### src/rtl/cpm_pkg.sv
// Package for the cab poll master: types, key codes, header codes and reset values.
// Used by cpm_cab_mem, cpm_update and cab_poll_master; depends on nothing.
package cpm_pkg;

    // Default number of cabs on the bus.
    localparam int NUM_CABS_DEF = 64;

    // Item kinds carried on cmd.
    localparam logic [1:0] CMD_POLL      = 2'd0;
    localparam logic [1:0] CMD_SET_SPEED = 2'd1;
    localparam logic [1:0] CMD_QUESTION  = 2'd2;
    localparam logic [1:0] CMD_MARK      = 2'd3;

    // Command codes reported after a full reply.
    localparam logic [1:0] CC_NONE     = 2'd0;
    localparam logic [1:0] CC_SELECT   = 2'd1;
    localparam logic [1:0] CC_RESPONSE = 2'd2;
    localparam logic [1:0] CC_SPEED    = 2'd3;

    // Key bytes from the cab.
    localparam logic [7:0] KEY_REPEAT    = 8'h7E;
    localparam logic [7:0] KEY_NONE      = 8'h7D;
    localparam logic [7:0] KEY_ENTER     = 8'h40;
    localparam logic [7:0] KEY_SELECT    = 8'h48;
    localparam logic [7:0] KEY_SPEED_UP  = 8'h4A;
    localparam logic [7:0] KEY_SPEED_DN  = 8'h4B;
    localparam logic [7:0] KEY_ANSWER_0  = 8'h50;
    localparam logic [7:0] KEY_ANSWER_1  = 8'h51;

    // Bytes sent on the bus.
    localparam logic [7:0] PING_BASE = 8'h80;
    localparam logic [7:0] HDR_TL    = 8'hC0;
    localparam logic [7:0] HDR_TR    = 8'hC1;
    localparam logic [7:0] HDR_BL    = 8'hC2;
    localparam logic [7:0] HDR_BR    = 8'hC3;

    // Screen masks: bit3 TL, bit2 BL, bit1 TR, bit0 BR.
    localparam logic [3:0] SCR_ALL    = 4'hF;
    localparam logic [3:0] SCR_BOTTOM = 4'h5;
    localparam logic [3:0] SCR_BL     = 4'h4;

    // Speed after reset: forward, step zero.
    localparam logic [7:0] SPEED_RESET = 8'h80;

    // Per-cab entry held in the state memory.
    typedef struct packed {
        logic [7:0]  speed;
        logic [3:0]  dirty;
        logic        question;
        logic        selecting;
        logic [31:0] last_seen;
    } cab_entry_t;

    localparam cab_entry_t ENTRY_RESET = '{
        speed:     SPEED_RESET,
        dirty:     SCR_ALL,
        question:  1'b0,
        selecting: 1'b0,
        last_seen: 32'd0
    };

    // Registered item held while its entry is read.
    typedef struct packed {
        logic [1:0] cmd;
        logic [1:0] reply_count;
        logic [7:0] key_code;
        logic [7:0] speed_value;
        logic [3:0] dirty_mask;
        logic       in_range;
    } item_t;

    // Result fields produced by the update logic.
    typedef struct packed {
        logic       present;
        logic [1:0] code;
        logic [7:0] value;
        logic       sent;
        logic [7:0] header;
    } result_t;

    // Sequencer states.
    typedef enum logic {
        ST_IDLE,
        ST_EXEC
    } state_t;

endpackage

### src/rtl/cab_poll_master.sv
// Cab poll master: one item per start beat, one result beat per item.
// The result strobe (done) is registered from the execution state. A new item is
// not taken while one is in execution, as its per-cab entry is read from the
// registered-read state memory and then written back; busy is high for one cycle.
// Reset clears the poll address, round count and the memory's valid bits at once;
// the results cannot be stalled by the receiver. Depends on cpm_pkg, cpm_cab_mem, cpm_update.
module cab_poll_master #(
    parameter int NUM_CABS = cpm_pkg::NUM_CABS_DEF
) (
    input  logic       clk,
    input  logic       rst_n,
    input  logic       start,
    output logic       busy,
    input  logic [1:0] cmd,
    input  logic [1:0] reply_count,
    input  logic [7:0] key_code,
    input  logic [5:0] cab_index,
    input  logic [7:0] speed_value,
    input  logic [3:0] dirty_mask,
    output logic       done,
    output logic [7:0] ping_byte,
    output logic       cab_present,
    output logic [1:0] command_code,
    output logic [7:0] command_value,
    output logic       screen_sent,
    output logic [7:0] screen_header
);

    localparam int ADDR_W = $clog2(NUM_CABS);

    cpm_pkg::state_t     state_reg, state_next;
    logic                accept;
    logic                exec;
    logic [ADDR_W-1:0]   poll_addr_reg;
    logic [31:0]         round_reg;
    logic [ADDR_W:0]     addr_cand;
    logic [ADDR_W-1:0]   addr_poll_next;
    logic                addr_wrap;
    logic [ADDR_W-1:0]   rd_addr;
    logic [ADDR_W-1:0]   addr_reg;
    logic [7:0]          ping_reg;
    cpm_pkg::item_t      item_reg;
    cpm_pkg::cab_entry_t entry_rd;
    cpm_pkg::cab_entry_t entry_wr;
    logic                wr_en;
    cpm_pkg::result_t    result;
    cpm_pkg::result_t    result_reg;
    logic                done_reg;

    // Next state: an accepted item moves to execution, and execution returns to idle.
    always_comb
    begin
        case (state_reg)
            cpm_pkg::ST_IDLE: state_next = start ? cpm_pkg::ST_EXEC : cpm_pkg::ST_IDLE;
            cpm_pkg::ST_EXEC: state_next = cpm_pkg::ST_IDLE;
            default:          state_next = cpm_pkg::ST_IDLE;
        endcase
    end

    // State outputs.
    always_comb
    begin
        case (state_reg)
            cpm_pkg::ST_EXEC: exec = 1'b1;
            default:          exec = 1'b0;
        endcase
    end

    assign busy   = exec;
    assign accept = start && !busy;

    // Next poll address: 0, then 3 upwards, wrapping at the last cab.
    always_comb
    begin
        if (poll_addr_reg == '0)
        begin
            addr_cand = (ADDR_W+1)'(3);
        end
        else
        begin
            addr_cand = {1'b0, poll_addr_reg} + (ADDR_W+1)'(1);
        end
        addr_wrap      = addr_cand >= (ADDR_W+1)'(NUM_CABS);
        addr_poll_next = addr_wrap ? '0 : addr_cand[ADDR_W-1:0];
    end

    assign rd_addr = (cmd == cpm_pkg::CMD_POLL) ? addr_poll_next : cab_index[ADDR_W-1:0];

    // Control registers.
    always_ff @(posedge clk or negedge rst_n)
    begin
        if (!rst_n)
        begin
            state_reg     <= cpm_pkg::ST_IDLE;
            poll_addr_reg <= '0;
            round_reg     <= 32'd0;
            done_reg      <= 1'b0;
        end
        else
        begin
            state_reg <= state_next;
            done_reg  <= exec;
            if (accept && cmd == cpm_pkg::CMD_POLL)
            begin
                poll_addr_reg <= addr_poll_next;
                if (addr_wrap)
                begin
                    round_reg <= round_reg + 32'd1;
                end
            end
        end
    end

    // Item capture at acceptance and result capture at the end of execution.
    always_ff @(posedge clk)
    begin
        if (accept)
        begin
            addr_reg             <= rd_addr;
            item_reg.cmd         <= cmd;
            item_reg.reply_count <= reply_count;
            item_reg.key_code    <= key_code;
            item_reg.speed_value <= speed_value;
            item_reg.dirty_mask  <= dirty_mask;
            item_reg.in_range    <= {1'b0, cab_index} < 7'(NUM_CABS);
            if (cmd == cpm_pkg::CMD_POLL)
            begin
                ping_reg <= cpm_pkg::PING_BASE | 8'(addr_poll_next);
            end
            else
            begin
                ping_reg <= cpm_pkg::PING_BASE;
            end
        end
        if (exec)
        begin
            result_reg <= result;
        end
    end

    cpm_cab_mem #(
        .NUM_CABS (NUM_CABS)
    ) u_mem (
        .clk     (clk),
        .rst_n   (rst_n),
        .rd_en   (accept),
        .rd_addr (rd_addr),
        .rd_data (entry_rd),
        .wr_en   (exec && wr_en),
        .wr_addr (addr_reg),
        .wr_data (entry_wr)
    );

    cpm_update u_update (
        .item        (item_reg),
        .entry       (entry_rd),
        .round_count (round_reg),
        .entry_new   (entry_wr),
        .wr_en       (wr_en),
        .result      (result)
    );

    // Result beat: held for the single cycle that done is high.
    assign done          = done_reg;
    assign ping_byte     = ping_reg;
    assign cab_present   = result_reg.present;
    assign command_code  = result_reg.code;
    assign command_value = result_reg.value;
    assign screen_sent   = result_reg.sent;
    assign screen_header = result_reg.header;

endmodule

### src/rtl/cpm_cab_mem.sv
// Per-cab state memory with one read and one write port, read data registered.
// Valid bits stand in for the reset contents; depends on cpm_pkg.
module cpm_cab_mem #(
    parameter int NUM_CABS = cpm_pkg::NUM_CABS_DEF,
    localparam int ADDR_W = $clog2(NUM_CABS)
) (
    input  logic                clk,
    input  logic                rst_n,
    input  logic                rd_en,
    input  logic [ADDR_W-1:0]   rd_addr,
    output cpm_pkg::cab_entry_t rd_data,
    input  logic                wr_en,
    input  logic [ADDR_W-1:0]   wr_addr,
    input  cpm_pkg::cab_entry_t wr_data
);

    cpm_pkg::cab_entry_t mem [NUM_CABS];
    cpm_pkg::cab_entry_t rd_data_reg;
    logic [NUM_CABS-1:0] valid_reg;
    logic                rd_valid_reg;

    // Storage array: synchronous write and registered read.
    always_ff @(posedge clk)
    begin
        if (wr_en)
        begin
            mem[wr_addr] <= wr_data;
        end
        if (rd_en)
        begin
            rd_data_reg <= mem[rd_addr];
        end
    end

    // One valid bit per entry; an entry never written reads as its reset value.
    always_ff @(posedge clk or negedge rst_n)
    begin
        if (!rst_n)
        begin
            valid_reg    <= '0;
            rd_valid_reg <= 1'b0;
        end
        else
        begin
            if (wr_en)
            begin
                valid_reg[wr_addr] <= 1'b1;
            end
            if (rd_en)
            begin
                rd_valid_reg <= valid_reg[rd_addr];
            end
        end
    end

    assign rd_data = rd_valid_reg ? rd_data_reg : cpm_pkg::ENTRY_RESET;

endmodule

### src/rtl/cpm_update.sv
// Modify step of the read-modify-write: decodes one item against its cab entry.
// Produces the entry to write back and the result fields; depends on cpm_pkg.
module cpm_update (
    input  cpm_pkg::item_t      item,
    input  cpm_pkg::cab_entry_t entry,
    input  logic [31:0]         round_count,
    output cpm_pkg::cab_entry_t entry_new,
    output logic                wr_en,
    output cpm_pkg::result_t    result
);

    logic [31:0] age;
    logic [3:0]  dirty;

    assign age = round_count - entry.last_seen;

    always_comb
    begin
        entry_new = entry;
        wr_en     = 1'b0;
        dirty     = entry.dirty;
        result    = '{present: 1'b0, code: cpm_pkg::CC_NONE, value: 8'd0,
                      sent: 1'b0, header: cpm_pkg::HDR_TL};

        case (item.cmd)
            cpm_pkg::CMD_POLL:
            begin
                wr_en = 1'b1;
                // A cab unseen for more than one round gets all screens redrawn.
                if (age > 32'd1)
                begin
                    dirty = cpm_pkg::SCR_ALL;
                end
                // Full reply: decode the key and update the flags.
                if (item.reply_count[1])
                begin
                    result.present  = 1'b1;
                    entry_new.last_seen = round_count;
                    case (item.key_code)
                        cpm_pkg::KEY_REPEAT:
                        begin
                            dirty               = cpm_pkg::SCR_ALL;
                            entry_new.question  = 1'b0;
                            entry_new.selecting = 1'b0;
                        end
                        cpm_pkg::KEY_SELECT:
                        begin
                            dirty               = dirty | cpm_pkg::SCR_BOTTOM;
                            entry_new.selecting = 1'b1;
                        end
                        cpm_pkg::KEY_ENTER:
                        begin
                            dirty = dirty | cpm_pkg::SCR_BOTTOM;
                            if (entry.selecting)
                            begin
                                result.code         = cpm_pkg::CC_SELECT;
                                entry_new.selecting = 1'b0;
                            end
                        end
                        cpm_pkg::KEY_ANSWER_0, cpm_pkg::KEY_ANSWER_1:
                        begin
                            if (entry.question)
                            begin
                                dirty              = dirty | cpm_pkg::SCR_BOTTOM;
                                result.code        = cpm_pkg::CC_RESPONSE;
                                result.value       = {7'd0,
                                    item.key_code == cpm_pkg::KEY_ANSWER_1};
                                entry_new.question = 1'b0;
                            end
                        end
                        cpm_pkg::KEY_SPEED_UP:
                        begin
                            result.code  = cpm_pkg::CC_SPEED;
                            result.value = entry.speed + 8'd1;
                        end
                        cpm_pkg::KEY_SPEED_DN:
                        begin
                            result.code  = cpm_pkg::CC_SPEED;
                            result.value = entry.speed - 8'd1;
                        end
                        default:
                        begin
                            // No key, or a key without meaning here.
                        end
                    endcase
                    // Send the first dirty screen in the order TL, BL, TR, BR.
                    if (dirty[3])
                    begin
                        result.sent   = 1'b1;
                        result.header = cpm_pkg::HDR_TL;
                        dirty[3]      = 1'b0;
                    end
                    else if (dirty[2])
                    begin
                        result.sent   = 1'b1;
                        result.header = cpm_pkg::HDR_BL;
                        dirty[2]      = 1'b0;
                    end
                    else if (dirty[1])
                    begin
                        result.sent   = 1'b1;
                        result.header = cpm_pkg::HDR_TR;
                        dirty[1]      = 1'b0;
                    end
                    else if (dirty[0])
                    begin
                        result.sent   = 1'b1;
                        result.header = cpm_pkg::HDR_BR;
                        dirty[0]      = 1'b0;
                    end
                end
            end
            cpm_pkg::CMD_SET_SPEED:
            begin
                wr_en           = item.in_range;
                entry_new.speed = item.speed_value;
                dirty           = dirty | cpm_pkg::SCR_BL;
            end
            cpm_pkg::CMD_QUESTION:
            begin
                wr_en              = item.in_range;
                entry_new.question = 1'b1;
                dirty              = dirty | cpm_pkg::SCR_BOTTOM;
            end
            default:
            begin
                wr_en = item.in_range;
                dirty = dirty | item.dirty_mask;
            end
        endcase

        entry_new.dirty = dirty;
    end

endmodule

### config.mk
export PLATFORM = sky130hd
export DESIGN_NAME = cab_poll_master
export DESIGN_NICKNAME = d
export VERILOG_FILES = /design/src/rtl/cpm_pkg.sv /design/src/rtl/cab_poll_master.sv /design/src/rtl/cpm_cab_mem.sv /design/src/rtl/cpm_update.sv
export SDC_FILE = /design/constraint.sdc
export NUM_CORES = 2
export LEC_CHECK = 0
export ABC_AREA = 1
export ABC_CLOCK_PERIOD_IN_PS = 8700
export BUFFER_PORTS_ARGS = -buffer_cell sky130_fd_sc_hd__clkbuf_2
export CAP_MARGIN = 20
export CORE_MARGIN = 2
export CORE_UTILIZATION = 40
export CTS_BUF_LIST = sky130_fd_sc_hd__clkbuf_8
export DETAILED_ROUTE_END_ITERATION = 10
export SLEW_MARGIN = 30
export SYNTH_ARGS = -nofsm -noshare
export SYNTH_HDL_FRONTEND = slang
export SYNTH_SLANG_ARGS = --single-unit
### constraint.sdc
create_clock -name clk -period 8.7 [get_ports clk]
set_input_delay 1.74 -clock clk [delete_from_list [all_inputs] [get_ports clk]]
set_output_delay 1.74 -clock clk [all_outputs]
set_load 0.03 [all_outputs]
# After elaboration in Yosys (flattened, before gate mapping)
# Memories as Yosys holds them, arrays and structs flattened. A register that Yosys moved wholly into a read port is not among the register bits.
# Index checks and enable logic that the tools add are counted.
# totals
regBits	163
ram_bits	2944
input_bits	33
word_cells	101
memories	1
# mem_list
memory	words	word_bits	rd	rd_ports_with_merged_regs	wr	line	text
u_mem.mem	64	46	1	1	1	cpm_cab_mem.sv:17	cpm_pkg::cab_entry_t mem [NUM_CABS];
# classes
add_sub_neg	5
order_cmp	5
eq_ne	9
n_mux	38
n_bitwise	5
reduce_logical	17
# op_table
operator	n
$or 64x64->64	1
$eq 8x7->1 const B	7
$mux 46	1
$mux 9	4
$mux 34	1
$mux 33	1
$add 32x1->32 const B	1
$gt 32x1->1 const B	1
$sub 32x32->32	1
$pmux 4 s3	2
$pmux 8 s3	1
$mux 20	1
$mux 4	4
$lt 6x7->1 const B	2
$mux 6	2
$mux 10	1
$mux 1	9
$add 8x1->8 const B	1
$mux 8	1
$reduce_or 2->1	4
$sub 8x1->8 const B	1
$add 6x1->7 const B	1
$ge 7x7->1 const B	1
$mux 7	1
other kinds (19)	29

# Depth between registers and ports, before layout
# logic_depth
ltp_word	13
mapped_depth	27
depth_no_buf	25

# Hierarchy
# Synthesis repeated with hierarchy kept, for this count alone.
# hier_totals
cells_unflattened	11144
area_unflattened_um2	129963.4
# modules_own_cells
module	instances	cells_per_inst	area_per_inst_um2	seq_area_each_um2
cpm_cab_mem	1	9877	121730.5	91412.7
cpm_update	1	869	4142.7	0.0
cab_poll_master	1	398	4090.2	2682.6

# Worst setup path after synthesis
# No wires, ideal clock.
# synth_timing
path_type	input-to-reg
startpoint	input start
endpoint	register round_reg[30]
setup_time_ps	124
arrival_time_ps	7274
path_slack_ps	1303
path_stages	14
path_cell_list	inv_1 nor2_1 inv_1 nor2_4 nand2_4 nor2_2 nand4_1 nor2_2 nand4_2 nor2_2 inv_2 nor3_2 nand4_1 xnor2_1
# synth_between
elab_chain_len	3
# synth_lines
item	line	text
from (decl)	cab_poll_master.sv:12	input logic start,
$logic_and 1x1->1	cab_poll_master.sv:70	assign accept = start && !busy;
net accept	cab_poll_master.sv:32	logic accept;
$logic_and 1x1->1	cab_poll_master.sv:103	if (accept && cmd == cpm_pkg::CMD_POLL)
$reduce_and 2->1 (no source line)	n/a	
to (signal assigned)	cab_poll_master.sv:108	round_reg <= round_reg + 32'd1;
to (decl)	cab_poll_master.sv:35	logic [31:0] round_reg;
# The timed path passes the listed nets, and every way through them passes these cells.
# A chain may end at the register's enable or synchronous reset.

==> impl_results.md <==
* Status: finished, final reports clean
* Critical Path Source: u_mem.rd_valid_reg$_DFFE_PN0P_
* # hold bufs at CTS at 0
* Compound-Gate Fraction of Synth Area at 13.3%
* Clock tree buffer depth at 4
* PostCTS Resize Cnt at 0
* Drt wl/cell at 26.7 um
* Tightest Pin Transition at 1.06 ns
* Type of origin of the critical path: register
* Routed wire length at 383000 um
* Vias/cell at 5.80
* CP Capture Type: register
* Starting DRT DRC Count at 10308
* Warnings, synthesis at 0
* CTS Sinks at 3144
* Worst-Skew Late Latency at 1.11 ns
* R2R setup slack at 3.72 ns
* Synth Instances at 9588
* Post-synth EDFFs at 3039
* Worst stage delay on the critical path at 0.94 ns
* Hpwl dp at 199000 um
* TritonCTS clock tree: done
* Most frequent cell on the critical path: nand2_1
* RR Endpoint: u_mem.mem[29][36]$_DFFE_PP_
* GPL Wtd Cong at 0.836
* Yosys top cell area share at 71.0%
* Setup TNS at 0 ns
* Multi-input logic area at 0.0316 sq mm
* Setup bufs post-CTS at 0
* Clock H-tree levels at 5
* Dominant cell type by area after synthesis: edfxtp_1
* DRC errors left at 0
* Ys async rst share at 3.34%
* Syn_area_per_cell at 13.4 sq um
* Antenna violations before repair at 20
* Unrepaired setup endpoints after global routing: no
* Number of max-cap violations at 0
* Initial Util at 40.1%
* Crit path max-delay cell type: dfrtp_2
* Adder-cell share of the synthesized area at 0.459%
* First-pass DRT Iterations at 6
* Tcrit/Tclk final at 57.2%
* Port Buffers at 53
* Final hold violation count at 0
* Core Footprint at 0.320 sq mm
* Critical Path AT at 5.64 ns
* Worst slack, placed at 2.82 ns
* CTS clk-pin slew, worst paths at 0.07 ns
* Yosys cell types at 56
* Crit path max fanout at 64
* Fillers at 28339
* Post-DRT Antenna Nets at 0
* Cell Rows at 208
* R2R Path Start: u_mem.rd_valid_reg$_DFFE_PN0P_
* Max-slew violation count at 0
* Die Y-Extent at 571 um
* Layout area overhead at 11.3%
* Io pins at 63
* Fin crit period at 4.98 ns
* Max rail drop VDD at 133 uV
* Layout cells sized above 1 at 14.2%
* Pleak at 46.6 nW
* Synth Cell Area at 0.129 sq mm
* Vias in the first global route at 79551
* # setup viols final at 0
* Mux contribution to synthesized area at 0.00876%
* Post-route setup slack at 3.72 ns
* Post-synthesis sequential area ratio at 73.0%
* HP Class: register to register
* Largest net degree at the start of global routing at 232
* CTS Root Buffer Type: clkbuf_8
* Largest family of logic cells by synthesized area: compound AO/OA/AOI/OAI gates
* FMAX at 201 MHz
* Main synth FF type: edfxtp_1
* Worst reg2reg path depth at 18
* #FFs+latches synth at 3144
* CP required at 9.37 ns
* Setup Crit Path Kind: register to register
* Die area at 0.326 sq mm
* Via count at 83385
* Rel. slew slack at 29.3%
* Nets@finish at 9770
* Largest cells by area after synthesis: edfxtp_1, o211ai_1, o21ai_0, nor2_1, dfrtp_1
* CTS Buf Count at 487
* XOR/XNOR Fraction of Synth Area at 0.245%
* Largest register FFs at 2944
* Post-Synth Simple-Gate Area at 9.71%
* Die W at 571 um
* Skew final at 0.108 ns
* Critical Path End: u_mem.mem[29][36]$_DFFE_PP_
* First-pass GRT wire length at 550000 um
* Crit path cell chain: nand2_1 -> ha_1 -> nand2_1 -> inv_1 -> nand2_1 -> nor3_1 -> nand3_1 -> nand3_1 -> nand2_1 -> nor2_1 -> nand2_1 -> nor2_1 -> nand3_1 -> nor2_1 -> inv_1 -> nand3_1 -> a21oi_4 -> buf_4
* Register area at 0.0939 sq mm
* Tot GR Track Use at 22.9%
* Power density over cell area at 246 mW/mm^2
* Global route total overflow at 0
synthesized netlist by cell type (39+ instances only):
cell	count
a21oi_1	43
buf_2	248
buf_4	39
clkbuf_1	345
dfrtp_1	105
edfxtp_1	3039
ha_1	44
inv_1	230
nand2_1	479
nand3_1	372
nor2_1	1062
o211ai_1	839
o21ai_0	1010
o21ai_1	256
o21bai_1	110
o22ai_1	365
o311ai_1	107
or2_0	134
or2_1	145
or2_2	405
worst min-delay path by stage:
stage,slack [ns],endpoint,cells past startpoint,startpoint
global placement,0.44,u_mem.valid_reg[40]$_DFFE_PN0P_,2,u_mem.valid_reg[40]$_DFFE_PN0P_
detailed placement,0.44,u_mem.valid_reg[54]$_DFFE_PN0P_,2,u_mem.valid_reg[54]$_DFFE_PN0P_
finish,0.45,u_mem.valid_reg[54]$_DFFE_PN0P_,2,u_mem.valid_reg[54]$_DFFE_PN0P_
floorplan,0.42,u_mem.valid_reg[10]$_DFFE_PN0P_,2,u_mem.valid_reg[10]$_DFFE_PN0P_
global route,0.46,u_mem.valid_reg[54]$_DFFE_PN0P_,2,u_mem.valid_reg[54]$_DFFE_PN0P_
CTS,0.46,u_mem.valid_reg[54]$_DFFE_PN0P_,2,u_mem.valid_reg[54]$_DFFE_PN0P_
cells in the final DEF, fill, tap and decap left out, types with 16 or more instances in the layout:
| cell | netlist | layout |
|---|---|---|
| o21ai_4 | 1 | 43 |
| ha_1 | 44 | 44 |
| buf_4 | 39 | 190 |
| clkinv_1 | 2 | 120 |
| inv_1 | 230 | 387 |
| dfrtp_1 | 105 | 104 |
| xor2_1 | 30 | 30 |
| o311ai_1 | 107 | 107 |
| or2_1 | 145 | 145 |
| or2_2 | 405 | 405 |
| or2_0 | 134 | 134 |
| o21ai_1 | 256 | 255 |
| edfxtp_1 | 3039 | 3039 |
| o22ai_1 | 365 | 365 |
| clkinv_2 | 1 | 60 |
| nor2_4 | 3 | 68 |
| nand4_1 | 20 | 20 |
| buf_12 | 0 | 33 |
| nor2_1 | 1062 | 997 |
| o21ai_0 | 1010 | 970 |
| o21bai_1 | 110 | 108 |
| a21oi_1 | 43 | 40 |
| o211ai_1 | 839 | 839 |
| nor3_1 | 30 | 30 |
| o221ai_1 | 16 | 16 |
| nand3_1 | 372 | 371 |
| clkbuf_8 | 0 | 497 |
| clkbuf_2 | 5 | 52 |
| nand2_1 | 479 | 477 |
kinds of logic after synthesis:
family | after synthesis
DFF | 3144
adders and majority gates | 46
muxes | 1
and+or+nand+nor | 2683
xor gates and xnor gates | 36
buffers and inverters | 917
other | 2
AOI/OAI and AO/OA | 2759
report_power, final:
part	internal, mW	leakage, nW	switching [mW]
sequential	17.5	29.2	0.117
combinational	1.78	12.4	4.67
clock	5.51	5.01	5.70
total	24.7	46.6	10.5
critical path: cells and delay by family (launching register included):
kind	cells	cell delay [ns]
AND/OR/NAND/NOR	13	2.40
AO/OA/AOI/OAI	1	0.07
flip-flops	1	0.94
buffers and inverters	3	0.46
adder cells (fa/ha/maj)	1	0.55
per-stage QoR:
step	power (mW)	hold slack, ns	area (sq um)	cells	utilization (%)
6_report	35.2	0.455	143000	14373	44.7
4_1_cts	35.4	0.457	143000	14363	44.6
3_3_place_gp	24.1	0.435	134000	13493	41.9
5_1_grt	36.7	0.465	143000	14371	44.7
2_1_floorplan	22.2	0.424	129000	9594	-
3_5_place_dp	24.3	0.443	134000	13503	42.0
final cells by class:
cell class,instances,share of cell area [%]
antenna,6,0.0105
clock buffer,497,4.78
clock inverter,363,1.22
inverter,238,0.661
multi-input combinational,5533,22.1
sequential,3144,65.6
tap,4305,3.76
timing repair buffer,287,1.84
layer usage:
layer,track usage (%),share of wire [%],vias to the layer above
met5,0,0.0070,-
met4,7.96,3.4,4
met3,4.54,9.7,714
met2,36.3,46,4147
met1,31.6,41,42122
li1,-,-,36398
No activity file was read; power rests on OpenSTA's default activity.
